<file path="config.mk">
export PLATFORM = sky130hd
export DESIGN_NAME = fp32_add_subtract_unit
export DESIGN_NICKNAME = d
export VERILOG_FILES = /design/src/hdl/fpas_pkg.sv /design/src/hdl/fpas_align_add.sv /design/src/hdl/fpas_normalize.sv /design/src/hdl/fp32_add_subtract_unit.sv
export SDC_FILE = /design/constraint.sdc
export NUM_CORES = 1
export LEC_CHECK = 0
export BUFFER_PORTS_ARGS = -buffer_cell sky130_fd_sc_hd__buf_2
export CAP_MARGIN = 0
export CORE_ASPECT_RATIO = 0.6
export CORE_UTILIZATION = 65
export CTS_CLUSTER_SIZE = 24
export DETAILED_ROUTE_END_ITERATION = 10
export MAX_ROUTING_LAYER = met4
export PLACE_DENSITY = 0.95
export SLEW_MARGIN = 20
export SYNTH_ARGS = -nofsm -noshare
export SYNTH_HDL_FRONTEND = slang
export SYNTH_HIERARCHICAL = 1
export SYNTH_SLANG_ARGS = --single-unit
</file>
<file path="constraint.sdc">
create_clock -name i_clk -period 39.9 [get_ports i_clk]
set_clock_uncertainty 0.05 [all_clocks]
set_input_delay 3.99 -clock i_clk [delete_from_list [all_inputs] [get_ports i_clk]]
set_output_delay 3.99 -clock i_clk [all_outputs]
set_load 0.005 [all_outputs]
</file>
<file path="src/hdl/fpas_pkg.sv">
// package for the fp32 add/subtract unit: field widths and constants
// no dependencies
`default_nettype none
package fpas_pkg;
    localparam int unsigned WORD_W = 32;
    localparam int unsigned EXP_W  = 8;
    localparam int unsigned FRAC_W = 23;
    localparam int unsigned MAG_W  = 25;
    localparam logic [7:0]  EXP_MAX_NORMAL = 8'd254;
    localparam logic [4:0]  SHIFT_LIMIT    = 5'd25;
    localparam logic [30:0] INF_BITS       = 31'h7f80_0000;

    typedef struct packed {
        logic                sign;
        logic [EXP_W-1:0]    exp;
        logic [MAG_W-1:0]    mag;
    } t_sum;
endpackage
`default_nettype wire

</file>
<file path="src/hdl/fpas_align_add.sv">
// swap, align and magnitude add/subtract for the fp32 add/subtract unit
// depends on fpas_pkg
`default_nettype none
module fpas_align_add (
    input  wire logic [31:0]   i_a,
    input  wire logic [31:0]   i_b,
    input  wire logic          i_add,
    output fpas_pkg::t_sum     o_sum
);
    import fpas_pkg::*;

    logic        sa, sb, a_big;
    logic [7:0]  ea, eb, big_e, small_e, d;
    logic [23:0] ma, mb, big_m, small_m, aligned;

    always_comb begin
        sa = i_a[31];
        sb = i_b[31] ^ ~i_add;
        ea = i_a[30:23];
        eb = i_b[30:23];
        ma = {1'b1, i_a[22:0]};
        mb = {1'b1, i_b[22:0]};
        a_big = (ea > eb) || (ea == eb && ma >= mb);
        big_m   = a_big ? ma : mb;
        small_m = a_big ? mb : ma;
        big_e   = a_big ? ea : eb;
        small_e = a_big ? eb : ea;
        d = big_e - small_e;
        aligned = (d >= {3'd0, SHIFT_LIMIT}) ? 24'd0 : (small_m >> d[4:0]);
        o_sum.sign = a_big ? sa : sb;
        o_sum.exp  = big_e;
        o_sum.mag  = (sa == sb) ? ({1'b0, big_m} + {1'b0, aligned})
                                : ({1'b0, big_m} - {1'b0, aligned});
    end
endmodule
`default_nettype wire

</file>
<file path="src/hdl/fpas_normalize.sv">
// leading-one search, renormalize, overflow and underflow handling
// depends on fpas_pkg
`default_nettype none
module fpas_normalize (
    input  wire fpas_pkg::t_sum i_sum,
    output logic [31:0]        o_bits,
    output logic               o_ovf
);
    import fpas_pkg::*;

    logic [4:0]  p;
    logic        found;
    logic [24:0] norm;
    logic signed [9:0] e;

    always_comb begin
        p = 5'd0;
        found = 1'b0;
        for (int i = 0; i < MAG_W; i++) begin
            if (i_sum.mag[i]) begin
                p = 5'(i);
                found = 1'b1;
            end
        end
        // adj = p - 23, only p = 24 shifts right
        norm = (p == 5'd24) ? (i_sum.mag >> 1) : (i_sum.mag << (5'd23 - p));
        e = $signed({2'b00, i_sum.exp}) + $signed({5'b0, p}) - 10'sd23;
        o_ovf = 1'b0;
        if (!found) begin
            o_bits = '0;
        end else if (e > $signed({2'b00, EXP_MAX_NORMAL})) begin
            o_bits = {i_sum.sign, INF_BITS};
            o_ovf  = 1'b1;
        end else if (e <= 10'sd0) begin
            o_bits = {i_sum.sign, 31'd0};
        end else begin
            o_bits = {i_sum.sign, e[7:0], norm[22:0]};
        end
    end
endmodule
`default_nettype wire

</file>
<file path="src/hdl/fp32_add_subtract_unit.sv">
// fp32 add/subtract unit: truncating single-precision adder, one operand pair per cycle
// path: the start beat reaches the o_valid strobe through the input registers, then the result registers
// throughput: one beat per cycle; busy is never raised, the receiver cannot stall
// reset: synchronous active-low i_rst_n clears the valid flags only
// depends on fpas_pkg, fpas_align_add, fpas_normalize
`default_nettype none
module fp32_add_subtract_unit (
    input  wire logic        i_clk,
    input  wire logic        i_rst_n,
    input  wire logic        start,
    output logic             busy,
    input  wire logic [31:0] i_operand_a,
    input  wire logic [31:0] i_operand_b,
    input  wire logic        i_mode,
    output logic             o_valid,
    output logic [31:0]      o_result_bits,
    output logic             o_overflow
);
    import fpas_pkg::*;

    logic        r_in_v, r_out_v;
    logic [31:0] r_a, r_b, r_res;
    logic        r_mode, r_ovf;
    t_sum        sum;
    logic [31:0] n_res;
    logic        n_ovf;

    assign busy = 1'b0;

    always_ff @(posedge i_clk) begin
        if (!i_rst_n) begin
            r_in_v  <= 1'b0;
            r_out_v <= 1'b0;
        end else begin
            r_in_v  <= start;
            r_out_v <= r_in_v;
        end
    end

    always_ff @(posedge i_clk) begin
        r_a    <= i_operand_a;
        r_b    <= i_operand_b;
        r_mode <= i_mode;
        r_res  <= n_res;
        r_ovf  <= n_ovf;
    end

    fpas_align_add u_add (.i_a(r_a), .i_b(r_b), .i_add(r_mode), .o_sum(sum));
    fpas_normalize u_norm (.i_sum(sum), .o_bits(n_res), .o_ovf(n_ovf));

    assign o_valid       = r_out_v;
    assign o_result_bits = r_res;
    assign o_overflow    = r_ovf;

    a_lat: assert property (@(posedge i_clk) disable iff (!i_rst_n)
        start |=> ##1 o_valid) else $error("result strobe missing");
    a_ovf_inf: assert property (@(posedge i_clk) disable iff (!i_rst_n)
        (o_valid && o_overflow) |-> (o_result_bits[30:0] == INF_BITS))
        else $error("overflow without infinity");
    a_nz_exp: assert property (@(posedge i_clk) disable iff (!i_rst_n)
        (o_valid && !o_overflow) |-> (o_result_bits[30:23] != 8'hff))
        else $error("max exponent without overflow");
endmodule
`default_nettype wire

</file>
### Yosys cells after proc, flatten, opt, wreduce, memory -nomap -nowiden

Cells that the tools add are included.

* flip-flop bits (word level): 100
* latch bits: 0
* memory bits (writable): 0
* bits in read-only memories: 0
* bits of input ports: 68
* output and inout bits: 35
* memories kept: 0

* add/subtract/negate cells: 6
* $mul: 0
* divide/modulo/power cells: 0
* order comparisons: 5
* eq/ne operators: 3
* shifts and indexed selects: 2
* muxes and demuxes: 60
* bitwise logic cells: 3
* reduce and logical (&&, ||, !) cells: 3

Operators with widths (count)
* 2-to-1 mux 23 bit: 3
* 2-to-1 mux 31 bit: 2
* 2-to-1 mux 5 bit: 9
* 2-to-1 mux 4 bit: 8
* 2-to-1 mux 1 bit: 28
* adder 24 x 24 -> 25 bit: 1
* 2-to-1 mux 25 bit: 1
* left shift 25 x 5 -> 23 bit: 1
* subtractor 24 x 24 -> 25 bit: 1
* greater-or-equal comparator 24 bit: 1
* 2-to-1 mux 24 bit: 1
* >> shifter 24 x 5 -> 24 bit: 1
* 2-to-1 mux 8 bit: 2
* 2-to-1 mux 3 bit: 4
* greater-than comparator 10 x 9 -> 1 bit (second input constant): 1
* <= comparator 10 x 1 -> 1 bit (second input constant): 1
* subtractor 10 x 6 -> 10 bit (second input constant): 1
* adder 8 x 5 -> 9 bit: 1
* equality test 8 bit: 1
* greater-or-equal comparator 8 x 5 -> 1 bit (second input constant): 1
* greater-than comparator 8 bit: 1
* subtractor 8 bit: 1
* equality test 5 bit (second input constant): 1
* subtractor 5 bit (first input constant): 1
* 7 further kinds: 9

### Logic depth before layout (Yosys ltp)

* word-level depth: 38
* mapped depth: 66

### By module

The synthesis kept the hierarchy.

Modules (own cells, without submodules)
* fpas_align_add: times used 1, cells each 820, area an instance 5572.8 um^2
* fpas_normalize: times used 1, cells each 403, area an instance 2668.8 um^2
* fp32_add_subtract_unit: times used 1, cells each 104, area an instance 2025.7 um^2

### Least setup slack after synthesis

Ideal clock, no wire load.

* path kind: reg2reg
* start: register r_b[22]
* end: register r_res[11], in the netlist o_result_bits[11]
* data arrival time: 12497 ps
* slack: 27250 ps
* cell stages (with the launch flop): 62
* buffers on the path: 12
* cells stage by stage: dfxtp_1 -> inv_1 -> ha_1 -> nand3_1 -> nor4_4 -> o2111ai_1 -> o2111ai_2 -> nand2_1 -> buf_2 -> buf_1 -> clkbuf_1 -> o21a_1 -> ha_1 -> or3_1 -> o311ai_2 -> nor3_2 -> buf_4 -> buf_4 -> [26 not listed] -> buf_6 -> or4_1 -> buf_6 -> a211oi_4 -> nor2_4 -> nand2_8 -> inv_6 -> buf_6 -> ha_1 -> fa_1 -> a211oi_1 -> nor2_1 -> xor2_1 -> nor3_1 -> a21o_1 -> or2_2 -> buf_2 -> a2111oi_2

RTL lines
* start: declaration: RTL line fp32_add_subtract_unit.sv:22 `logic [31:0] r_a, r_b, r_res;`
* start signal: assignment: RTL line fp32_add_subtract_unit.sv:42 `r_b <= i_operand_b;`
* end signal: assignment: RTL line fp32_add_subtract_unit.sv:44 `r_res <= n_res;`
* end: declaration: RTL line fp32_add_subtract_unit.sv:22

==> flow_summary.toml <==
[run_status]
status = "finished clean"

[yosys]
ys.flop_type = "dfxtp_1"
synthCells = 1327
seq_area_frac_synth = 0.195
ys_warn_count = 6
synth_edf_count = 0
synth_common_cells = "137 x nand2_1, 107 x o21ai_0, 100 x dfxtp_1, 92 x nor2_1, 87 x a21oi_1"
synth_compound_area_frac = 0.293
synth_top_family_by_area = "compound AO/OA/AOI/OAI gates"
synth_area_leaders = "dfxtp_1 19%, ha_1 8.5%, mux2i_1 7.4%"
synthSimpleGateAreaFrac = 0.205
synth_top_area_frac = 0.195
yosysUniqueCellTypes = 107
yosysMostFrequentCell = "nand2_1"
synth_xor_area_frac = 0.0316
yosys.area.top_type = "dfxtp_1"
synth.net_count = 1467
syn_avg_cell_area_um2 = 7.74
synth_adder_area_share = 0.0892
ys_ff_latch = 100
synthMuxAreaShare = 0.116
async_reset_ff_frac = 0
netlist_area_um2 = 10300

[clock_network]
clk_path_buf_depth = 2
clock-sinks = 100
cts_tree = "done"
clk_pin_slew_ns = 0.08
cts_resized = 0
htreeDepth = 3
cts_root_buffer = "clkbuf_16"
clkLatencyLatePin_ns = 0.36
cts_hold_buffers = 0
cts_inserted_buffers = 9
post_cts_buffers = 0

[job]
cap_violations = 0

[worst_setup_path]
start_kind = "flip-flop"
crit_start = "r_a[23]"
required_ns = 40.12
arrival_ns = 15.25
crit_path_end = "o_result_bits[5]"
crit_family = "compound AO/OA/AOI/OAI gates"
critPathMaxFanout = 44
critPathSlowestCell = "xnor2_1"
cp_num_cells = 54
critPathBufInv = 7
ff2ff_path_depth = 54
r2r-start = "r_a[23]"
crit_type = "reg -> reg"
endpoint_kind = "flip-flop"
ff2ff_setup_slack_ns = 24.87
cp_slowest_stage_delay_ns = 0.69
worstReg2RegEnd = "o_result_bits[5]"

[floorplanning]
die_area_um2 = 16300
die_w_um = 164
coreArea_um2 = 15400
rows = 35
dieHeight_um = 99.4
num_io_pins = 103
initial_core_util = 0.668

[placement]
dp_cells = 1585
hpwl_um = 27900
gp_congestion = 1.11
place_area_um2 = 10800
io_buffers = 101

[sta]
final.min_clock_period_ns = 15.03
rsz0062_at_grt = "false"
setup_viol = 0
finalHoldViolCount = 0
maxSlewHeadroom = 0.325
max_freq_ghz = 0.0665
whs_ns = 0.397
final-max-slew-violation-count = 0
finalCritPeriodShare = 0.377
tightest_slew_ns = 1.00
finalSetupTns_ns = 0

[cells_and_area]
design_area_um2 = 11100
fin_cells = 1601
antenna_cells = 0
nets = 1533
drive_gt1_frac = 0.154
final_util = 0.724
area_growth_pct = 8.32

[global_route]
grt_max_degree = 91
overflow = 0
grt_use_total = 0.455
antenna_found_initial = 0
grt_pass1_vias = 10200
grt_pass1_wl_um = 55500

[drt]
postRouteAntennaNets = 0
avgRoutedWirePerCell_um = 22.5
vias = 11400
wl_um = 36000
route.detailed.drc = 0
drtPass1Iterations = 7
vias_per_cell = 7.09
drt_iter0_markers = 1902

[power_and_ir_drop]
p_leak_nw = 4.97
p_per_area_nw_per_um2 = 76.3
ir_drop_mv = 0.0518

[worst_hold_path]
whs_path_depth = 1
min_path_type = "reg -> reg"
## final cells by class
type | count | area (µm²)
Fill cell | 1206 | 4250
Tap cell | 203 | 254
Inverter | 88 | 335
Timing Repair Buffer | 123 | 671
Clock buffer | 10 | 239
Clock inverter | 6 | 55.1
Multi-Input combinational cell | 1071 | 7570
Sequential cell | 100 | 2000
## flip-flops by register name, indices dropped and copies added, names as in the netlist
register       cells
r_a               32
r_in_v             1
o_result_bits     32
o_valid            1
o_overflow         1
r_mode             1
r_b               32
## power by group
group,switching [mW],internal [mW],leakage (nW)
combinational,0.420,0.215,4.00
sequential,0.00647,0.117,0.839
clock,0.0443,0.0454,0.139
## through the flow
stage,power (mW),setup WS (ns)
2_1_floorplan,0.562,27.25
4_1_cts,0.811,25.38
6_report,0.849,24.87
3_3_place_gp,0.720,25.97
3_5_place_dp,0.719,25.46
5_1_grt,0.890,23.79
## metal layers
layer  vias up  part of all wire  GRT usage
li1       5044                 -          -
met1      5203              0.42      0.632
met2       980              0.39      0.598
met3       127              0.17      0.176
met4         0             0.027      0.126
met5         -                 0          -
## placed cells by master, fill, tap and decap left out, drive strengths merged, types with 8 or more instances in the layout
cell / synthesis / routed
o31ai: 12 / 12
mux4: 12 / 12
mux2i: 76 / 76
nor2b: 10 / 10
o22ai: 10 / 10
a31oi: 8 / 8
clkbuf: 27 / 10
nand2b: 20 / 20
inv: 86 / 89
a21boi: 13 / 13
nand4: 8 / 8
a211o: 10 / 10
dfxtp: 100 / 100
ha: 70 / 70
nand3: 32 / 32
or3: 10 / 10
and3: 9 / 9
xor2: 10 / 10
a211oi: 50 / 50
and2: 16 / 16
a21oi: 88 / 88
a21o: 22 / 22
o21a: 12 / 12
nor3: 42 / 42
nand2: 140 / 140
mux2: 13 / 13
nor4: 13 / 13
buf: 41 / 123
nor2: 96 / 96
xnor2: 27 / 27
o211ai: 14 / 14
o21ai: 115 / 115
## how the worst min path moves through the flow
stage                     startpoint      end  slack (ns)
after detailed placement      r_in_v  o_valid        0.37
after global routing          r_in_v  o_valid        0.43
after floorplan               r_in_v  o_valid        0.36
final                         r_in_v  o_valid        0.40
after global placement        r_in_v  o_valid        0.37
after CTS                     r_in_v  o_valid        0.40
## worst register-to-register path: cells and delay by family, from the launching register on
family	cells	cell delay [ns]
fa+ha+maj	7	1.82
xor+xnor	1	0.69
compound gates	27	7.12
flops	1	0.31
simple gates	12	3.29
buf+inv	7	1.68
## logic make-up after synthesis
family,Yosys count
AO/OA/AOI/OAI,438
XOR/XNOR,37
adder cells (fa/ha/maj),72
buffers and inverters,156
flip-flops,100
multiplexers,101
other,1
AND/OR/NAND/NOR,422
(Power assumes the default switching activity.)
